<file path="src/hdl/ofdp_pkg.sv">
`default_nettype none

package ofdp_pkg;

  // Field codes
  localparam logic [4:0] F_NODE_INDEX  = 5'd0;
  localparam logic [4:0] F_NODE_TYPE   = 5'd1;
  localparam logic [4:0] F_NEXT_NODE   = 5'd2;
  localparam logic [4:0] F_CPU_OP      = 5'd3;
  localparam logic [4:0] F_START_ADDR  = 5'd4;
  localparam logic [4:0] F_LEN         = 5'd5;
  localparam logic [4:0] F_INPUT_NODE  = 5'd6;
  localparam logic [4:0] F_OFFSET      = 5'd7;
  localparam logic [4:0] F_SRAM_OFFSET = 5'd13;
  localparam logic [4:0] F_DMEM        = 5'd14;
  localparam logic [4:0] F_DO_ADD      = 5'd15;
  localparam logic [4:0] F_OUTPUT_NODE = 5'd16;
  localparam logic [4:0] F_SMEM        = 5'd17;
  localparam logic [4:0] F_AXIS        = 5'd18;
  localparam logic [4:0] F_NUM_INPUTS  = 5'd19;
  localparam logic [4:0] F_CONCAT_IN   = 5'd20;
  localparam logic [4:0] F_SHIFT_EN    = 5'd21;
  localparam logic [4:0] F_LUT_ADDR    = 5'd22;
  localparam logic [4:0] F_DATA_ADDR   = 5'd23;
  localparam logic [4:0] F_FORMAT      = 5'd24;
  localparam logic [4:0] F_CHANNEL     = 5'd27;
  localparam logic [4:0] F_CHUNK_NUM   = 5'd28;
  localparam logic [4:0] F_CHUNK_START = 5'd29;
  // Marks the end of a node; never leaves the block
  localparam logic [4:0] F_DONE        = 5'd31;

  // Node kinds
  localparam logic [1:0] KIND_CPU  = 2'd0;
  localparam logic [1:0] KIND_NPU  = 2'd1;
  localparam logic [1:0] KIND_DATA = 2'd2;

  // CPU op subtypes
  localparam logic [3:0] OP_CDMA    = 4'd0;
  localparam logic [3:0] OP_WDMA    = 4'd1;
  localparam logic [3:0] OP_DIDMA   = 4'd2;
  localparam logic [3:0] OP_DODMA   = 4'd3;
  localparam logic [3:0] OP_CONCAT  = 4'd4;
  localparam logic [3:0] OP_PDMA    = 4'd5;
  localparam logic [3:0] OP_SHIFT   = 4'd6;
  localparam logic [3:0] OP_LUT     = 4'd7;
  localparam logic [3:0] OP_L2N     = 4'd8;
  localparam logic [3:0] OP_RESHAPE = 4'd9;
  localparam logic [3:0] OP_SOFTMAX = 4'd10;
  localparam logic [31:0] NUM_OPS   = 32'd11;

  localparam logic [31:0] CHUNKED_FMT = 32'd3;

  // Status codes
  localparam logic [1:0] ST_OK       = 2'd0;
  localparam logic [1:0] ST_BAD_TYPE = 2'd1;
  localparam logic [1:0] ST_BAD_OP   = 2'd2;
  localparam logic [1:0] ST_TRUNC    = 2'd3;

  typedef struct packed {
    logic [31:0] owner_node;
    logic [1:0]  node_kind;
    logic [3:0]  cpu_op;
    logic [4:0]  field_code;
    logic [31:0] word_value;
    logic [27:0] sram_quot;
    logic [4:0]  sram_rem;
    logic        node_done;
    logic [1:0]  status;
  } ofdp_res_t;

  // First field after the op word
  function automatic logic [4:0] cpu_first(input logic [3:0] op);
    logic [4:0] f;
    case (op) inside
      OP_CDMA, OP_WDMA, OP_PDMA:                     f = F_START_ADDR;
      OP_DIDMA, OP_SHIFT, OP_L2N, OP_RESHAPE, OP_SOFTMAX: f = F_INPUT_NODE;
      OP_DODMA:                                      f = F_OUTPUT_NODE;
      OP_CONCAT:                                     f = F_AXIS;
      OP_LUT:                                        f = F_LUT_ADDR;
      default:                                       f = F_DONE;
    endcase
    return f;
  endfunction

  // Field that follows the given one in an op's list
  function automatic logic [4:0] cpu_next(input logic [3:0] op, input logic [4:0] fld);
    logic [4:0] f;
    f = F_DONE;
    case (op) inside
      OP_CDMA, OP_WDMA, OP_PDMA: begin
        if (fld == F_START_ADDR) f = F_LEN;
      end
      OP_DIDMA: begin
        if (fld >= F_INPUT_NODE && fld < F_DO_ADD) f = fld + 5'd1;
      end
      OP_DODMA: begin
        if (fld == F_OUTPUT_NODE) f = F_OFFSET;
        else if (fld >= F_OFFSET && fld < F_SRAM_OFFSET) f = fld + 5'd1;
        else if (fld == F_SRAM_OFFSET) f = F_SMEM;
      end
      OP_CONCAT: begin
        if (fld == F_AXIS) f = F_NUM_INPUTS;
        else if (fld == F_NUM_INPUTS) f = F_CONCAT_IN;
        else if (fld == F_CONCAT_IN) f = F_OUTPUT_NODE;
      end
      OP_SHIFT: begin
        if (fld == F_INPUT_NODE) f = F_OUTPUT_NODE;
        else if (fld == F_OUTPUT_NODE) f = F_SHIFT_EN;
        else if (fld == F_SHIFT_EN) f = F_START_ADDR;
        else if (fld == F_START_ADDR) f = F_LEN;
      end
      OP_L2N: begin
        if (fld == F_INPUT_NODE) f = F_OUTPUT_NODE;
        else if (fld == F_OUTPUT_NODE) f = F_START_ADDR;
      end
      OP_RESHAPE, OP_SOFTMAX: begin
        if (fld == F_INPUT_NODE) f = F_OUTPUT_NODE;
      end
      default: f = F_DONE;
    endcase
    return f;
  endfunction

endpackage

`default_nettype wire

</file>
<file path="src/hdl/ofdp_core.sv">
`default_nettype none

module ofdp_core (
  input  logic               clk,
  input  logic               rst,
  input  logic               in_accept,
  input  logic [7:0]         in_byte,
  input  logic               in_end,
  output logic               res_valid,
  output ofdp_pkg::ofdp_res_t res
);
  import ofdp_pkg::*;

  logic [1:0]  byte_phase,     byte_phase_next;
  logic [23:0] word_partial,   word_partial_next;
  logic [4:0]  next_field,     next_field_next;
  logic [1:0]  current_kind,   current_kind_next;
  logic [3:0]  current_op,     current_op_next;
  logic [31:0] current_node,   current_node_next;
  logic [31:0] list_left,      list_left_next;
  logic        chunked_format, chunked_format_next;
  logic        halted,         halted_next;

  logic [31:0] w;
  logic [31:0] cnt;
  logic        rnd;
  logic [4:0]  nxt;
  logic [1:0]  st;
  logic [1:0]  kind_v;
  logic [3:0]  op_v;
  logic [31:0] node_v;
  logic [31:0] left_v;
  logic        chunk_v;

  assign w   = {word_partial, in_byte};
  assign cnt = (!w[31] && w != 32'd0) ? w : 32'd0;
  // Truncating divide by 16 rounds negatives with a remainder up by one
  assign rnd = w[31] && (w[3:0] != 4'd0);

  // Field decode for a completed word
  always_comb begin
    nxt     = F_DONE;
    st      = ST_OK;
    kind_v  = current_kind;
    op_v    = current_op;
    node_v  = current_node;
    left_v  = list_left;
    chunk_v = chunked_format;
    case (next_field)
      F_NODE_INDEX: begin
        node_v = w;
        kind_v = KIND_CPU;
        op_v   = OP_CDMA;
        nxt    = F_NODE_TYPE;
      end
      F_NODE_TYPE: begin
        if (w[31:2] == 30'd0 && w[1:0] != 2'd3) begin
          kind_v = w[1:0];
          nxt    = (w[1:0] == KIND_DATA) ? F_DATA_ADDR : F_NEXT_NODE;
        end else begin
          st = ST_BAD_TYPE;
        end
      end
      F_NEXT_NODE: begin
        nxt = (current_kind == KIND_CPU) ? F_CPU_OP : F_DONE;
      end
      F_CPU_OP: begin
        if (w < NUM_OPS) begin
          op_v = w[3:0];
          nxt  = cpu_first(w[3:0]);
        end else begin
          st = ST_BAD_OP;
        end
      end
      default: begin
        if (current_kind == KIND_DATA) begin
          if (next_field == F_FORMAT) begin
            chunk_v = (w == CHUNKED_FMT);
            nxt     = next_field + 5'd1;
          end else if (next_field == F_CHANNEL) begin
            nxt = chunked_format ? F_CHUNK_NUM : F_DONE;
          end else if (next_field == F_CHUNK_NUM) begin
            left_v = cnt;
            nxt    = (cnt != 32'd0) ? F_CHUNK_START : F_DONE;
          end else if (next_field == F_CHUNK_START) begin
            if (list_left != 32'd0) left_v = list_left - 32'd1;
            nxt = (left_v != 32'd0) ? F_CHUNK_START : F_DONE;
          end else if (next_field >= F_DATA_ADDR && next_field < F_CHANNEL) begin
            nxt = next_field + 5'd1;
          end
        end else if (next_field == F_NUM_INPUTS) begin
          left_v = cnt;
          nxt    = (cnt != 32'd0) ? F_CONCAT_IN : F_OUTPUT_NODE;
        end else if (next_field == F_CONCAT_IN) begin
          if (list_left != 32'd0) left_v = list_left - 32'd1;
          nxt = (left_v != 32'd0) ? F_CONCAT_IN : F_OUTPUT_NODE;
        end else begin
          nxt = cpu_next(current_op, next_field);
        end
      end
    endcase
  end

  // State update and result
  always_comb begin
    byte_phase_next     = byte_phase;
    word_partial_next   = word_partial;
    next_field_next     = next_field;
    current_kind_next   = current_kind;
    current_op_next     = current_op;
    current_node_next   = current_node;
    list_left_next      = list_left;
    chunked_format_next = chunked_format;
    halted_next         = halted;
    res_valid           = 1'b0;
    res                 = '0;
    if (in_accept && !halted) begin
      if (byte_phase != 2'd3) begin
        // Hold partial bytes; a flow end here cuts the word short
        word_partial_next = {word_partial[15:0], in_byte};
        byte_phase_next   = byte_phase + 2'd1;
        if (in_end) begin
          halted_next    = 1'b1;
          res_valid      = 1'b1;
          res.owner_node = current_node;
          res.node_kind  = current_kind;
          res.cpu_op     = current_op;
          res.field_code = next_field;
          res.status     = ST_TRUNC;
        end
      end else begin
        byte_phase_next   = 2'd0;
        word_partial_next = 24'd0;
        res_valid         = 1'b1;
        res.owner_node    = node_v;
        res.field_code    = next_field;
        res.word_value    = w;
        if (next_field == F_SRAM_OFFSET) begin
          res.sram_quot = w[31:4] + {27'd0, rnd};
          res.sram_rem  = {rnd, w[3:0]};
        end
        if (st != ST_OK) begin
          halted_next = 1'b1;
          res.status  = st;
        end else if (nxt == F_DONE) begin
          next_field_next     = F_NODE_INDEX;
          current_kind_next   = KIND_CPU;
          current_op_next     = OP_CDMA;
          current_node_next   = node_v;
          list_left_next      = 32'd0;
          chunked_format_next = 1'b0;
          res.node_kind       = kind_v;
          res.cpu_op          = op_v;
          res.node_done       = 1'b1;
        end else begin
          next_field_next     = nxt;
          current_kind_next   = kind_v;
          current_op_next     = op_v;
          current_node_next   = node_v;
          list_left_next      = left_v;
          chunked_format_next = chunk_v;
          res.node_kind       = kind_v;
          res.cpu_op          = op_v;
          if (in_end) begin
            halted_next = 1'b1;
            res.status  = ST_TRUNC;
          end
        end
      end
    end
  end

  always_ff @(posedge clk) begin
    if (rst) begin
      byte_phase     <= 2'd0;
      word_partial   <= 24'd0;
      next_field     <= F_NODE_INDEX;
      current_kind   <= KIND_CPU;
      current_op     <= OP_CDMA;
      current_node   <= 32'd0;
      list_left      <= 32'd0;
      chunked_format <= 1'b0;
      halted         <= 1'b0;
    end else begin
      byte_phase     <= byte_phase_next;
      word_partial   <= word_partial_next;
      next_field     <= next_field_next;
      current_kind   <= current_kind_next;
      current_op     <= current_op_next;
      current_node   <= current_node_next;
      list_left      <= list_left_next;
      chunked_format <= chunked_format_next;
      halted         <= halted_next;
    end
  end

`ifndef SYNTHESIS
  a_halt_sticky: assert property (@(posedge clk) disable iff (rst)
    halted |=> halted)
    else $error("parser left the halted state without reset");

  a_no_result_when_halted: assert property (@(posedge clk) disable iff (rst)
    res_valid |-> !halted)
    else $error("result produced while halted");

  a_partial_silent: assert property (@(posedge clk) disable iff (rst)
    (in_accept && byte_phase != 2'd3 && !in_end) |-> !res_valid)
    else $error("result produced for an incomplete word");

  a_clean_end_restart: assert property (@(posedge clk) disable iff (rst)
    (res_valid && res.node_done) |=> (next_field == F_NODE_INDEX && !halted))
    else $error("parser did not restart at a node index after a node ended");
`endif

endmodule

`default_nettype wire

</file>
<file path="src/hdl/ofdp_out_reg.sv">
`default_nettype none

module ofdp_out_reg (
  input  logic                clk,
  input  logic                rst,
  input  logic                res_valid,
  input  ofdp_pkg::ofdp_res_t res,
  input  logic                out_ready,
  output logic                out_valid,
  output ofdp_pkg::ofdp_res_t out_res,
  output logic                in_ready
);
  import ofdp_pkg::*;

  // Take a new word whenever the held result is empty or leaving this cycle
  assign in_ready = !out_valid || out_ready;

  always_ff @(posedge clk) begin
    if (rst) begin
      out_valid <= 1'b0;
    end else if (in_ready) begin
      out_valid <= res_valid;
    end
  end

  always_ff @(posedge clk) begin
    if (in_ready && res_valid) begin
      out_res <= res;
    end
  end

`ifndef SYNTHESIS
  a_hold_on_stall: assert property (@(posedge clk) disable iff (rst)
    (out_valid && !out_ready) |=> (out_valid && $stable(out_res)))
    else $error("stalled result changed or dropped");

  a_ready_when_empty: assert property (@(posedge clk) disable iff (rst)
    !out_valid |-> in_ready)
    else $error("input blocked while the result register is empty");

  a_load_on_result: assert property (@(posedge clk) disable iff (rst)
    (in_ready && res_valid) |=> out_valid)
    else $error("result lost on load");
`endif

endmodule

`default_nettype wire

</file>
<file path="src/hdl/op_flow_descriptor_parser.sv">
// A result word appears on m_* in the cycle after the byte that completes it.
// Throughput: one byte accepted per cycle; a stall on m_tready holds s_tready low
// only while the single result register is full and not being taken.
// Reset (rst, synchronous, active high) clears the byte phase, node bookkeeping,
// the halt flag and the result valid; the parser then expects a node index.
`default_nettype none

module op_flow_descriptor_parser (
  input  logic         clk,
  input  logic         rst,
  // byte stream in
  input  logic         s_tvalid,
  output logic         s_tready,
  input  logic [7:0]   s_tdata,   // [7:0] stream_byte
  input  logic         s_tlast,   // stream_end
  // tagged word stream out
  output logic         m_tvalid,
  input  logic         m_tready,
  // [31:0] owner_node, [33:32] node_kind, [37:34] cpu_op, [42:38] field_code,
  // [74:43] word_value, [102:75] sram_quot, [107:103] sram_rem, [111:108] zero
  output logic [111:0] m_tdata,
  output logic         m_tlast,   // node_done
  output logic [1:0]   m_tuser    // status
);
  import ofdp_pkg::*;

  logic      accept;
  logic      res_valid;
  ofdp_res_t res;
  ofdp_res_t out_res;

  // A byte is taken when the result register can take whatever it produces
  assign accept = s_tvalid && s_tready;

  // Parser state and field decode: assemble words, tag them, track the node layout
  ofdp_core u_core (
    .clk       (clk),
    .rst       (rst),
    .in_accept (accept),
    .in_byte   (s_tdata),
    .in_end    (s_tlast),
    .res_valid (res_valid),
    .res       (res)
  );

  // Result register: parts the input side from a stalled output
  ofdp_out_reg u_out_reg (
    .clk       (clk),
    .rst       (rst),
    .res_valid (res_valid),
    .res       (res),
    .out_ready (m_tready),
    .out_valid (m_tvalid),
    .out_res   (out_res),
    .in_ready  (s_tready)
  );

  // Pack the result fields, lowest field in the lowest bits
  assign m_tdata = {4'd0,
                    out_res.sram_rem,
                    out_res.sram_quot,
                    out_res.word_value,
                    out_res.field_code,
                    out_res.cpu_op,
                    out_res.node_kind,
                    out_res.owner_node};
  assign m_tlast = out_res.node_done;
  assign m_tuser = out_res.status;

endmodule

`default_nettype wire
</file>
<file path="config.mk">
export PLATFORM = sky130hd
export DESIGN_NAME = op_flow_descriptor_parser
export DESIGN_NICKNAME = d
export VERILOG_FILES = /design/src/hdl/ofdp_pkg.sv /design/src/hdl/ofdp_core.sv /design/src/hdl/ofdp_out_reg.sv /design/src/hdl/op_flow_descriptor_parser.sv
export SDC_FILE = /design/constraint.sdc
export NUM_CORES = 1
export LEC_CHECK = 0
export BUFFER_PORTS_ARGS = -buffer_cell sky130_fd_sc_hd__buf_2
export CAP_MARGIN = 10
export CELL_PAD_IN_SITES_DETAIL_PLACEMENT = 1
export CELL_PAD_IN_SITES_GLOBAL_PLACEMENT = 2
export CORE_MARGIN = 1
export CORE_UTILIZATION = 37
export DETAILED_ROUTE_END_ITERATION = 7
export PLACE_DENSITY = 0.86
export SYNTH_ARGS = -nofsm -noshare
export SYNTH_HDL_FRONTEND = slang
export SYNTH_HIERARCHICAL = 1
export SYNTH_SLANG_ARGS = --single-unit
</file>
<file path="constraint.sdc">
create_clock -name clk -period 4.5 [get_ports clk]
set_input_delay 0.225 -clock clk [delete_from_list [all_inputs] [get_ports clk]]
set_output_delay 0.225 -clock clk [all_outputs]
set_load 0.02 [all_outputs]
</file>
==> results of run 1 <==
==> path summary, 6_finish.rpt <==
kind                                             start                      to  slack [ns]  cells past startpoint
worst min-delay path                        s_tdata[3]  u_core/current_node[3]        0.04                      3
worst max-delay path               u_core/list_left[0]    u_core/list_left[31]        0.34                     13
worst max register to register     u_core/list_left[0]    u_core/list_left[31]        0.34                     13
worst min register to register  u_core/current_node[9]  u_core/current_node[9]        0.45                      2
==> per-layer routing <==
| metal | part of all wire | GRT usage |
|---|---|---|
| met3 | 0.037 | 0.0256 |
| met1 | 0.42 | 0.286 |
| met2 | 0.51 | 0.422 |
| met5 | 0.00040 | 0 |
| met4 | 0.033 | 0.0893 |
==> power groups by stage <==
stage	clock (mW)	sequential (mW)	combinational, mW
2_1_floorplan	0	2.22	0.498
3_3_place_gp	0	2.18	0.729
3_5_place_dp	0	2.18	0.738
4_1_cts	2.16	2.14	0.742
5_1_grt	2.23	2.15	0.811
6_report	2.12	2.14	0.740
==> worst max-delay path: cells and delay by family, from the launching register on <==
family                   cells  cell delay (ns)
adder cells (fa/ha/maj)      1             0.19
buffers and inverters        2             0.27
AND/OR/NAND/NOR              4             1.73
AO/OA/AOI/OAI                6             1.47
flip-flops                   1             0.38
==> per-stage QoR <==
| stage | power (mW) | hold WS (ns) |
|---|---|---|
| after floorplan | 2.72 | 0.287 |
| after global placement | 2.91 | 0.441 |
| after detailed placement | 2.92 | 0.447 |
| after CTS | 5.05 | 0.0212 |
| after global routing | 5.19 | 0.0379 |
| final | 5.00 | 0.0379 |
==> Yosys cell counts, types with 5 or more instances <==
cell type,count,share of area
edfxtp_1,111,0.29
nand3_1,25,0.011
or3_1,16,0.0087
nand2_1,179,0.058
nand4_1,16,0.0087
dfxtp_1,104,0.18
and3_1,37,0.020
a21oi_1,96,0.042
nor2_1,96,0.031
nor3_1,27,0.012
and4_1,5,0.0038
buf_6,12,0.012
buf_4,8,0.0052
xor2_1,23,0.017
o31ai_1,15,0.0098
nand2b_1,8,0.0043
nand3b_1,22,0.014
a31oi_1,12,0.0065
ha_1,8,0.0087
nor4_1,24,0.013
buf_1,5,0.0016
a22o_1,63,0.048
nor2b_1,8,0.0043
xnor2_1,16,0.012
nor3b_1,6,0.0039
mux2i_1,5,0.0043
buf_2,5,0.0022
inv_1,21,0.0068
and2_1,8,0.0043
or4_1,12,0.0078
a21o_1,7,0.0046
o21ai_0,48,0.021
clkbuf_1,82,0.027
clkbuf_8,7,0.0083
==> registers in the layout (all words and copies together), names as in the netlist <==
name and cells:
u_core/current_kind 2, u_core/word_partial 24, u_out_reg/out_valid 1, u_core/list_left 32, u_core/current_node 32, u_core/halted 1
u_core/byte_phase 2, u_core/chunked_format 1, u_core/next_field 5, u_core/current_op 4, u_out_reg/out_res 111
==> kinds of logic after synthesis <==
logic type                 count (synthesis)  synth area share
and+or+nand+nor                          529             0.237
AOI/OAI and AO/OA                        307             0.182
DFF                                      215             0.469
buffers and inverters                    143            0.0669
xor gates and xnor gates                  39            0.0296
adders and majority gates                  9           0.00954
muxes                                      6           0.00531
other                                      1          0.000325
==> final cells by class <==
cell class | count | area share
Clock buffer | 38 | 0.0589
Clock inverter | 8 | 0.00645
Inverter | 21 | 0.00589
Multi-Input combinational cell | 894 | 0.402
Sequential cell | 215 | 0.404
Tap cell | 396 | 0.0370
Timing Repair Buffer | 188 | 0.0850
==> cell usage in the layout (no fill, tap or decap), types with 15 or more instances in the layout <==
master / synthesis / routed
clkbuf_16: 0 / 29
dfxtp_1: 104 / 104
nor3_1: 27 / 26
xnor2_1: 16 / 16
a21oi_1: 96 / 96
or3_1: 16 / 16
o21ai_0: 48 / 48
nor2_1: 96 / 95
nand4_1: 16 / 16
o31ai_1: 15 / 15
buf_2: 5 / 125
buf_4: 8 / 59
nand3b_1: 22 / 22
nor4_1: 24 / 24
edfxtp_1: 111 / 111
xor2_1: 23 / 23
nand2_1: 179 / 179
nand3_1: 25 / 25
a22o_1: 63 / 63
inv_1: 21 / 21
and3_1: 37 / 37
==> summary.md, run 1 <==
| Metric | Value |
|---|---|
| Final setup viols | `0` |
| CP startpoint kind | `register` |
| Antenna cells | `0` |
| Ys flop type | `edfxtp_1` |
| Post-CTS Setup Repair Bufs | `0` |
| Reg area | `around 5400 µm²` |
| WL final | `37.6 mm` |
| FF+latch count, synth | `approximately 220` |
| Post-synth ARST share | `0` |
| Crit Path Class | `register to register` |
| I/O pins | `130` |
| GRT Total Usage | `0.235` |
| Logic gate share of total power | `0.148` |
| Post-route DRC | `0` |
| Fin crit period | `4.16 ns` |
| Syn Inst Count | `1249` |
| Util after Layout | `0.437` |
| Peak supply drop | `254 µV` |
| DR vias | `10095` |
| Nets@finish | `1366` |
| CP cell instances | `inv_1 > ha_1 > nor3b_1 > nand3_1 > a31o_2 > o31ai_1 > o2111ai_1 > or4_4 > o21ai_4 > and3_4 > o22ai_4 > buf_12 > a221o_1` |
| Pwr dens | `373 nW/µm²` |
| Critical path arrival | `4.58 ns` |
| Final period util | `0.925` |
| Max-Cap Viols | `0` |
| Resize count post-CTS | `0` |
| Number of buffers created by CTS | `25` |
| Die Span Y | `179 µm` |
| Placed cell area | `12500 µm²` |
| Largest net degree at the start of global routing | `69` |
| Fin Clk Skew | `0.0205 ns` |
| EDFF count, synth | `111` |
| Outcome | `complete, no violations` |
| Max-slew violations | `0` |
| Clock Power Share | `0.424` |
| CP max stage delay | `approximately 0.61 ns` |
| Register area share after synthesis | `0.469` |
| CTS H-tree depth | `1` |
| TNS Setup | `0 ns` |
| Clock Sinks | `215` |
| Synth unique cells | `between 90 and 100` |
| Number of port buffers | `125` |
| DPL Wire Length | `26.4 mm` |
| Vias per cell | `5.74` |
| CTS tree | `yes` |
| Initial DRC Count | `between 600 and 700` |
| Sequential power share | `0.428` |
| RSZ-0062 raised after global routing | `no` |
| Clock latency on the worst-skew pair | `0.54 ns` |
| Leak pwr | `5.13 nW` |
| Die area | `31900 µm²` |
| Hold Violations, Final | `0` |
| Standard-cell rows | `64` |
| Least-Margin Pin Slew | `roughly 1.1 ns` |
| Crit end category | `register` |
| Initial Utilization | `0.376` |
| DIE WIDTH | `roughly 180 µm` |
| Layout area overhead | `16.0%` |
| Synth warnings | `6` |
| Vias in the first global route | `10312` |
| P_sw | `between 1 and 1.5 mW` |
| Design Area, Final | `13400 µm²` |
| CP required | `4.91 ns` |
| Final Non-Filler Cells | `between 1500 and 2000` |
| GPL Wtd Cong | `0.908` |
| Area of the multi-input gates | `5390 µm²` |
| CTS Root Cell | `clkbuf_16` |
| Wire length per cell | `roughly 21 µm` |
| Relative slew margins | `0.288` |
| Worst-path clk slew | `roughly 0.06 ns` |
| First-pass GRT wire length | `about 58 mm` |
| Fill count | `3570` |
| CP max-delay cell | `or4_4` |
| GR Overflow Total | `0` |
| Post-route ant nets | `0` |
| Critical Path Fanout Max | `32` |
| CTS Buffer Depth | `3` |
| Syn avg cell area | `9.24 µm²` |
| Layout cells sized above 1 | `0.201` |
| DP Cell Count | `1713` |
| Final worst setup slack | `0.337 ns` |
| First-pass iteration count of the detailed router | `5` |
| Initial antenna violation count | `1` |
| Switch share | `0.268` |
| Max Freq | `240 MHz` |
| Cell-internal power | `3.66 mW` |
| Hold buffer count at CTS | `1` |
| Synthesized area | `11500 µm²` |
| Hold Crit Class | `input pin to register` |
| Core Box Area | `30700 µm²` |
| Post-place setup slack | `0.367 ns` |
(Power assumes the default switching activity.)
==> run 2: changes to the inputs <==
--- a/config.mk
+++ b/config.mk
@@ -12,7 +12,7 @@
 export CORE_MARGIN = 1
 export CORE_UTILIZATION = 37
 export DETAILED_ROUTE_END_ITERATION = 7
-export PLACE_DENSITY = 0.86
+export PLACE_DENSITY_LB_ADDON = 0.3
 export SYNTH_ARGS = -nofsm -noshare
 export SYNTH_HDL_FRONTEND = slang
 export SYNTH_HIERARCHICAL = 1
==> run 2 against run 1 <==
  * Cell area up 0.20%
  * Largest cell class unchanged
  * Critical path depth unchanged
  * Non-clock buffer count up 1
  * Die area unchanged
  * Via count about the same
  * Largest power group is now clock
  * Maximum frequency up 0.17%
  * First-iteration DRC count down 24%
  * Clock-buffer cell count down 7
==> summary.md, run 2 (synthesized netlist as in run 1, its figures left out) <==
| Metric | Value |
|---|---|
| Relative slew margins | `0.390` |
| First-pass GRT wire length | `58.3 mm` |
| Design Area, Final | `13400 µm²` |
| DR vias | `10092` |
| Max-Cap Viols | `0` |
| Antenna cells | `0` |
| Critical Path Fanout Max | `32` |
| Initial Utilization | `0.376` |
| CP required | `4.92 ns` |
| Leak pwr | `5.14 nW` |
| Fin crit period | `4.16 ns` |
| CP startpoint kind | `register` |
| Number of buffers created by CTS | `26` |
| Standard-cell rows | `between 60 and 70` |
| Hold Crit Class | `input pin to register` |
| Reg area | `about 5400 µm²` |
| DPL Wire Length | `between 20 and 30 mm` |
| Die area | `31900 µm²` |
| Final worst setup slack | `0.345 ns` |
| Nets@finish | `~1400` |
| CP max-delay cell | `or4_4` |
| CTS Root Cell | `clkbuf_16` |
| I/O pins | `130` |
| CP max stage delay | `roughly 0.61 ns` |
| Hold Violations, Final | `0` |
| Post-route DRC | `0` |
| Max Freq | `roughly 240 MHz` |
| Placed cell area | `12500 µm²` |
| Area of the multi-input gates | `5400 µm²` |
| Regs by FF count | `u_out_reg/out_res x111, u_core/current_node x32, u_core/list_left x32` |
| Clock Sinks | `215` |
| Least-Margin Pin Slew | `0.891 ns` |
| GPL Wtd Cong | `0.907` |
| Core Box Area | `30700 µm²` |
| Layout area overhead | `16.3%` |
| Commonest non-fill, non-tap cell in the layout | `nand2_1` |
| Pwr dens | `approximately 380 nW/µm²` |
| CTS tree | `yes` |
| CTS H-tree depth | `1` |
| Clock latency on the worst-skew pair | `0.55 ns` |
| Fin Clk Skew | `between 0.02 and 0.025 ns` |
| Max-slew violations | `0` |
| Worst-path clk slew | `approximately 0.060 ns` |
| Layout cells sized above 1 | `0.204` |
| CP cell instances | `inv_1 > ha_1 > nor3b_1 > nand3_2 > o31ai_1 > nor4b_1 > o2111ai_1 > or4_4 > o21ai_4 > and3_4 > o22ai_4 > buf_12 > a221o_1` |
| Crit end category | `register` |
| CTS Buffer Depth | `3` |
| Max reg flops | `111` |
| Initial antenna violation count | `0` |
| Post-place setup slack | `0.249 ns` |
| Largest net degree at the start of global routing | `between 70 and 80` |
| Post-CTS Setup Repair Bufs | `0` |
| WL final | `around 38 mm` |
| Vias in the first global route | `around 10000` |
| Biggest register | `u_out_reg/out_res` |
| Number of port buffers | `around 130` |
| Vias per cell | `~5.7` |
| Post-route ant nets | `0` |
| Util after Layout | `0.438` |
| Initial DRC Count | `between 500 and 600` |
| First-pass iteration count of the detailed router | `5` |
| Commonest non-fill, non-tap cells in the layout | `179 x nand2_1, 125 x buf_2, 111 x edfxtp_1` |
| RSZ-0062 raised after global routing | `no` |
| TNS Setup | `0 ns` |
| GRT Total Usage | `0.236` |
| Wire length per cell | `between 20 and 25 µm` |
| Outcome | `complete, no violations` |
| Final setup viols | `0` |
| Final period util | `0.923` |
| Die Span Y | `about 180 µm` |
| DIE WIDTH | `179 µm` |
| Peak supply drop | `233 µV` |
| Critical path arrival | `4.58 ns` |
| GR Overflow Total | `0` |
| Fill count | `~3600` |
| Crit Path Class | `register to register` |
run 2: layer usage:
layer	share of wire	global-route usage	vias to the layer above
met5	0	0	-
met4	0.027	0.0703	0
met3	0.037	0.0283	58
met2	0.49	0.406	224
met1	0.45	0.308	5062
li1	-	-	4748
run 2: layout make-up:
| type | count | area share |
|---|---|---|
| Clock inverter | 17 | 0.0132 |
| Inverter | 21 | 0.00587 |
| Timing Repair Buffer | 189 | 0.0863 |
| Tap cell | 396 | 0.0369 |
| Clock buffer | 31 | 0.0521 |
| Multi-Input combinational cell | 894 | 0.402 |
| Sequential cell | 215 | 0.404 |
run 2: final timing paths:
| kind | startpoint | slack, ns | depth (start not counted) | end |
|---|---|---|---|---|
| worst max-delay path | u_core/list_left[0] | 0.34 | 13 | u_core/list_left[31] |
| worst min-delay path | s_tdata[1] | 0.03 | 3 | u_core/current_node[1] |
| worst max register to register | u_core/list_left[0] | 0.34 | 13 | u_core/list_left[31] |
| worst min register to register | u_core/current_node[15] | 0.45 | 2 | u_core/current_node[15] |
run 2: report_power, final:
group          total (mW)  switching, mW  internal [mW]
Sequential           2.14         0.0291           2.11
Combinational       0.745          0.470          0.275
Clock                2.15          0.871           1.28
Total                5.04           1.37           3.67
run 2: critical path, delay by kind of cell (launching register included):
kind	cells	cell delay [ns]
fa+ha+maj	1	0.19
compound gates	5	1.16
buf+inv	2	0.30
flops	1	0.38
simple gates	5	2.02
run 2: metrics by stage:
| stage | power, mW | hold WS, ns | instances |
|---|---|---|---|
| final | 5.04 | 0.0298 | 1763 |
| after global routing | 5.23 | 0.0311 | 1763 |
| after CTS | 5.07 | 0.0152 | 1763 |
| after detailed placement | 2.92 | 0.447 | 1714 |
| after global placement | 2.91 | 0.441 | 1714 |
| after floorplan | 2.72 | 0.287 | 1252 |
run 2: timing repair:
action | in CTS | in global routing
hold buffers | 1 | 0
hold endpoints to repair | 1 | 0
resized for setup | 0 | 1
endpoints found under the setup margin | 0 | 3
==> run 3: changes to the inputs <==
--- a/config.mk
+++ b/config.mk
@@ -5,12 +5,14 @@
 export SDC_FILE = /design/constraint.sdc
 export NUM_CORES = 1
 export LEC_CHECK = 0
+export ABC_AREA = 1
 export BUFFER_PORTS_ARGS = -buffer_cell sky130_fd_sc_hd__buf_2
 export CAP_MARGIN = 10
 export CELL_PAD_IN_SITES_DETAIL_PLACEMENT = 1
 export CELL_PAD_IN_SITES_GLOBAL_PLACEMENT = 2
 export CORE_MARGIN = 1
-export CORE_UTILIZATION = 37
+export CORE_UTILIZATION = 34
+export CTS_BUF_LIST = sky130_fd_sc_hd__clkbuf_4 sky130_fd_sc_hd__clkbuf_8 sky130_fd_sc_hd__clkbuf_16
 export DETAILED_ROUTE_END_ITERATION = 7
 export PLACE_DENSITY_LB_ADDON = 0.3
 export SYNTH_ARGS = -nofsm -noshare
==> run 3 against run 2 <==
  * Register-to-register slack better by 0.30 ns
  * Clock-buffer cell count unchanged
  * Via count up 12%
  * Sequential power up 3%
  * Clock skew down 0.0011 ns
  * Cell count up 20%
  * Critical endpoint is now u_out_reg/out_res[34]
  * Highest routed layer is now met5
==> summary.md, run 3 <==
| Metric | Value |
|---|---|
| Outcome | `complete, no violations` |
| Fin Hold WS | `0.0636 ns` |
| Design Area, Final | `13700 µm²` |
| Biggest register | `u_out_reg/out_res` |
| Wire length per cell | `19.8 µm` |
| Synth cell count leaders | `271 x nand2_1, 211 x nor2_1, 184 x inv_1, 120 x a21oi_1, 111 x edfxtp_1` |
| Least-Margin Pin Slew | `1.17 ns` |
| Yosys top cell area share | `0.285` |
| DPL Wire Length | `29.9 mm` |
| Post-route ant nets | `0` |
| Regs by FF count | `u_out_reg/out_res x111, u_core/current_node x32, u_core/list_left x32` |
| Register area share after synthesis | `0.462` |
| Number of port buffers | `125` |
| I/O pins | `130` |
| Vias per cell | `5.35` |
| DIE WIDTH | `188 µm` |
| GPL Wtd Cong | `about 0.9` |
| Final Non-Filler Cells | `2107` |
| Initial antenna violation count | `2` |
| Sequential power share | `0.441` |
| Relative slew margins | `0.217` |
| Worst-path clk slew | `0.06 ns` |
| FF+latch count, synth | `215` |
| Layout cells sized above 1 | `0.139` |
| GRT Total Usage | `0.235` |
| Critical path arrival | `between 4 and 5 ns` |
| EDFF count, synth | `111` |
| Switch share | `0.260` |
| Post-route DRC | `0` |
| CP max stage delay | `0.42 ns` |
| Max reg flops | `111` |
| Top delay family on crit path | `simple AND/OR/NAND/NOR gates` |
| P_sw | `roughly 1.3 mW` |
| Fill count | `around 4200` |
| Fin Clk Skew | `approximately 0.022 ns` |
| CTS H-tree depth | `1` |
| Post-CTS Setup Repair Bufs | `0` |
| Leak pwr | `approximately 5.5 nW` |
| Fin crit period | `3.86 ns` |
| WL final | `41.7 mm` |
| Hold Path Depth | `3` |
| Clock Power Share | `0.465` |
| Max Freq | `259 MHz` |
| GR Overflow Total | `0` |
| Clock Sinks | `215` |
| Placed cell area | `around 13000 µm²` |
| Vias in the first global route | `11294` |
| Hold Violations, Final | `0` |
| Crit Path Class | `register to register` |
| Final Power | `approximately 5.0 mW` |
| Final setup viols | `0` |
| CP max-delay cell | `nor4_2` |
| Syn Inst Count | `1539` |
| Logic gate share of total power | `0.094` |
| Pwr dens | `approximately 360 nW/µm²` |
| TNS Setup | `0 ns` |
| Initial DRC Count | `approximately 830` |
| First-pass iteration count of the detailed router | `5` |
| DP Cell Count | `around 2100` |
| R2r worst-path depth | `17` |
| Max-slew violations | `0` |
| Critical path's most frequent cell | `nor2_1` |
| Core Box Area | `33700 µm²` |
| RSZ-0062 raised after global routing | `no` |
| Final worst setup slack | `0.643 ns` |
| Layout area overhead | `17.3%` |
| Post-synth ARST share | `0` |
| CTS Root Cell | `clkbuf_16` |
| Final period util | `0.857` |
| Clock latency on the worst-skew pair | `0.56 ns` |
| Peak supply drop | `274 µV` |
| Nets@finish | `1660` |
| Commonest non-fill, non-tap cells in the layout | `270 x nand2_1, 210 x nor2_1, 183 x inv_1` |
| Cell-internal power | `3.71 mW` |
| First-pass GRT wire length | `65.3 mm` |
| Die Span Y | `between 150 and 200 µm` |
| Initial Utilization | `0.348` |
| Synthesized area | `11700 µm²` |
| Post-place setup slack | `0.544 ns` |
| Antenna cells | `0` |
| Cell accounting for the most synthesized area | `edfxtp_1` |
| DR vias | `11279` |
| CP required | `4.78 ns` |
| Synth unique cells | `52` |
| Largest net degree at the start of global routing | `71` |
| Top post-synthesis cells by area | `edfxtp_1 28%, dfxtp_1 18%, nand2_1 8.7%` |
| Crit end category | `register` |
| CP startpoint kind | `register` |
| Max-Cap Viols | `0` |
| Synth warnings | `6` |
| Syn avg cell area | `about 7.6 µm²` |
| Critical Path Fanout Max | `7` |
| Top-count cell post-synth | `nand2_1` |
| Hold Crit Class | `input pin to register` |
| CP bufs+invs | `1` |
| CTS Buffer Depth | `3` |
| CTS tree | `yes` |
| Critical Path Stages | `17` |
| Number of buffers created by CTS | `26` |
| Die area | `35200 µm²` |
| Ys flop type | `edfxtp_1` |
| CP cell instances | `inv_1 > nor2_1 > ha_1 > ha_1 > nand4_1 > nor2_1 > nand2_1 > nor3_1 > nand4_1 > nor2_1 > nand3_1 > nor2_1 > nand3_1 > nor4_2 > nand3_2 > nor3_1 > nor3_2` |
| Util after Layout | `0.408` |
| Commonest non-fill, non-tap cell in the layout | `nand2_1` |
| Standard-cell rows | `between 60 and 70` |
run 3: cell types whose count changed in the layout (fill, tap and decap cells not counted), sizes merged, moves of 20 or more:
cell | previous run | this run
o21a | 2 | 34
inv | 21 | 192
nand2 | 181 | 281
buf | 188 | 143
a211oi | 5 | 26
nand3 | 25 | 109
nor4 | 26 | 6
o21ai | 50 | 96
o22ai | 4 | 64
nor2 | 96 | 219
a21oi | 97 | 121
a22o | 67 | 0
and3 | 39 | 1
or3 | 20 | 0
run 3: path summary, 6_finish.rpt:
kind | start | end | slack (ns)
worst max-delay path | u_core/word_partial[23] | u_out_reg/out_res[34] | 0.64
worst min-delay path | s_tdata[4] | u_core/word_partial[4] | 0.06
worst max register to register | u_core/word_partial[23] | u_out_reg/out_res[34] | 0.64
worst min register to register | u_core/current_node[11] | u_core/current_node[11] | 0.46
run 3: logic make-up (layout without fill, tap and decap cells):
group / count (synthesis) / count (layout) / synth area share
and+or+nand+nor: 674 / 674 / 0.251
AOI/OAI and AO/OA: 362 / 362 / 0.180
buffers and inverters: 270 / 387 / 0.0915
DFF: 215 / 215 / 0.462
xor gates and xnor gates: 9 / 9 / 0.00673
adders and majority gates: 8 / 8 / 0.00855
other: 1 / 4 / 0.000320
run 3: routing by layer:
metal / routed length, µm / track usage / part of all wire
met5: 31 / 0 / 0.00074
met2: 18700 / 0.370 / 0.45
met1: 20200 / 0.340 / 0.49
met3: 1940 / 0.0296 / 0.047
met4: 804 / 0.0575 / 0.019
run 3: repair_timing:
item	in CTS	in global routing
endpoints found under the setup margin	0	0
hold endpoints to repair	1	0
gates resized for setup	0	0
hold buffers	1	0
run 3: worst register-to-register path, stage by stage, from the launching register on:
cell	delay (ns)
dfxtp_1	0.37
inv_1	0.15
nor2_1	0.18
ha_1	0.22
ha_1	0.21
nand4_1	0.15
nor2_1	0.17
nand2_1	0.08
nor3_1	0.30
nand4_1	0.20
nor2_1	0.16
nand3_1	0.11
nor2_1	0.19
nand3_1	0.18
nor4_2	0.42
nand3_2	0.19
nor3_1	0.23
nor3_2	0.07
run 3: final cells by class:
| type | count | area (µm²) | share of cell area |
|---|---|---|---|
| tap | 448 | 561 | 0.0408 |
| inverter | 195 | 732 | 0.0533 |
| clock inverter | 17 | 233 | 0.0169 |
| timing repair buffer | 144 | 823 | 0.0599 |
| clock buffer | 31 | 718 | 0.0523 |
| sequential | 215 | 5420 | 0.394 |
| multi-input combinational | 1057 | 5260 | 0.383 |
run 3: power by group through the flow:
stage                     combinational, mW  clock [mW]  sequential [mW]
after floorplan                       0.225           0             2.31
after global placement                0.461           0             2.25
after detailed placement              0.469           0             2.25
after CTS                             0.472        2.39             2.21
after global routing                  0.509        2.47             2.22
final                                 0.469        2.33             2.21
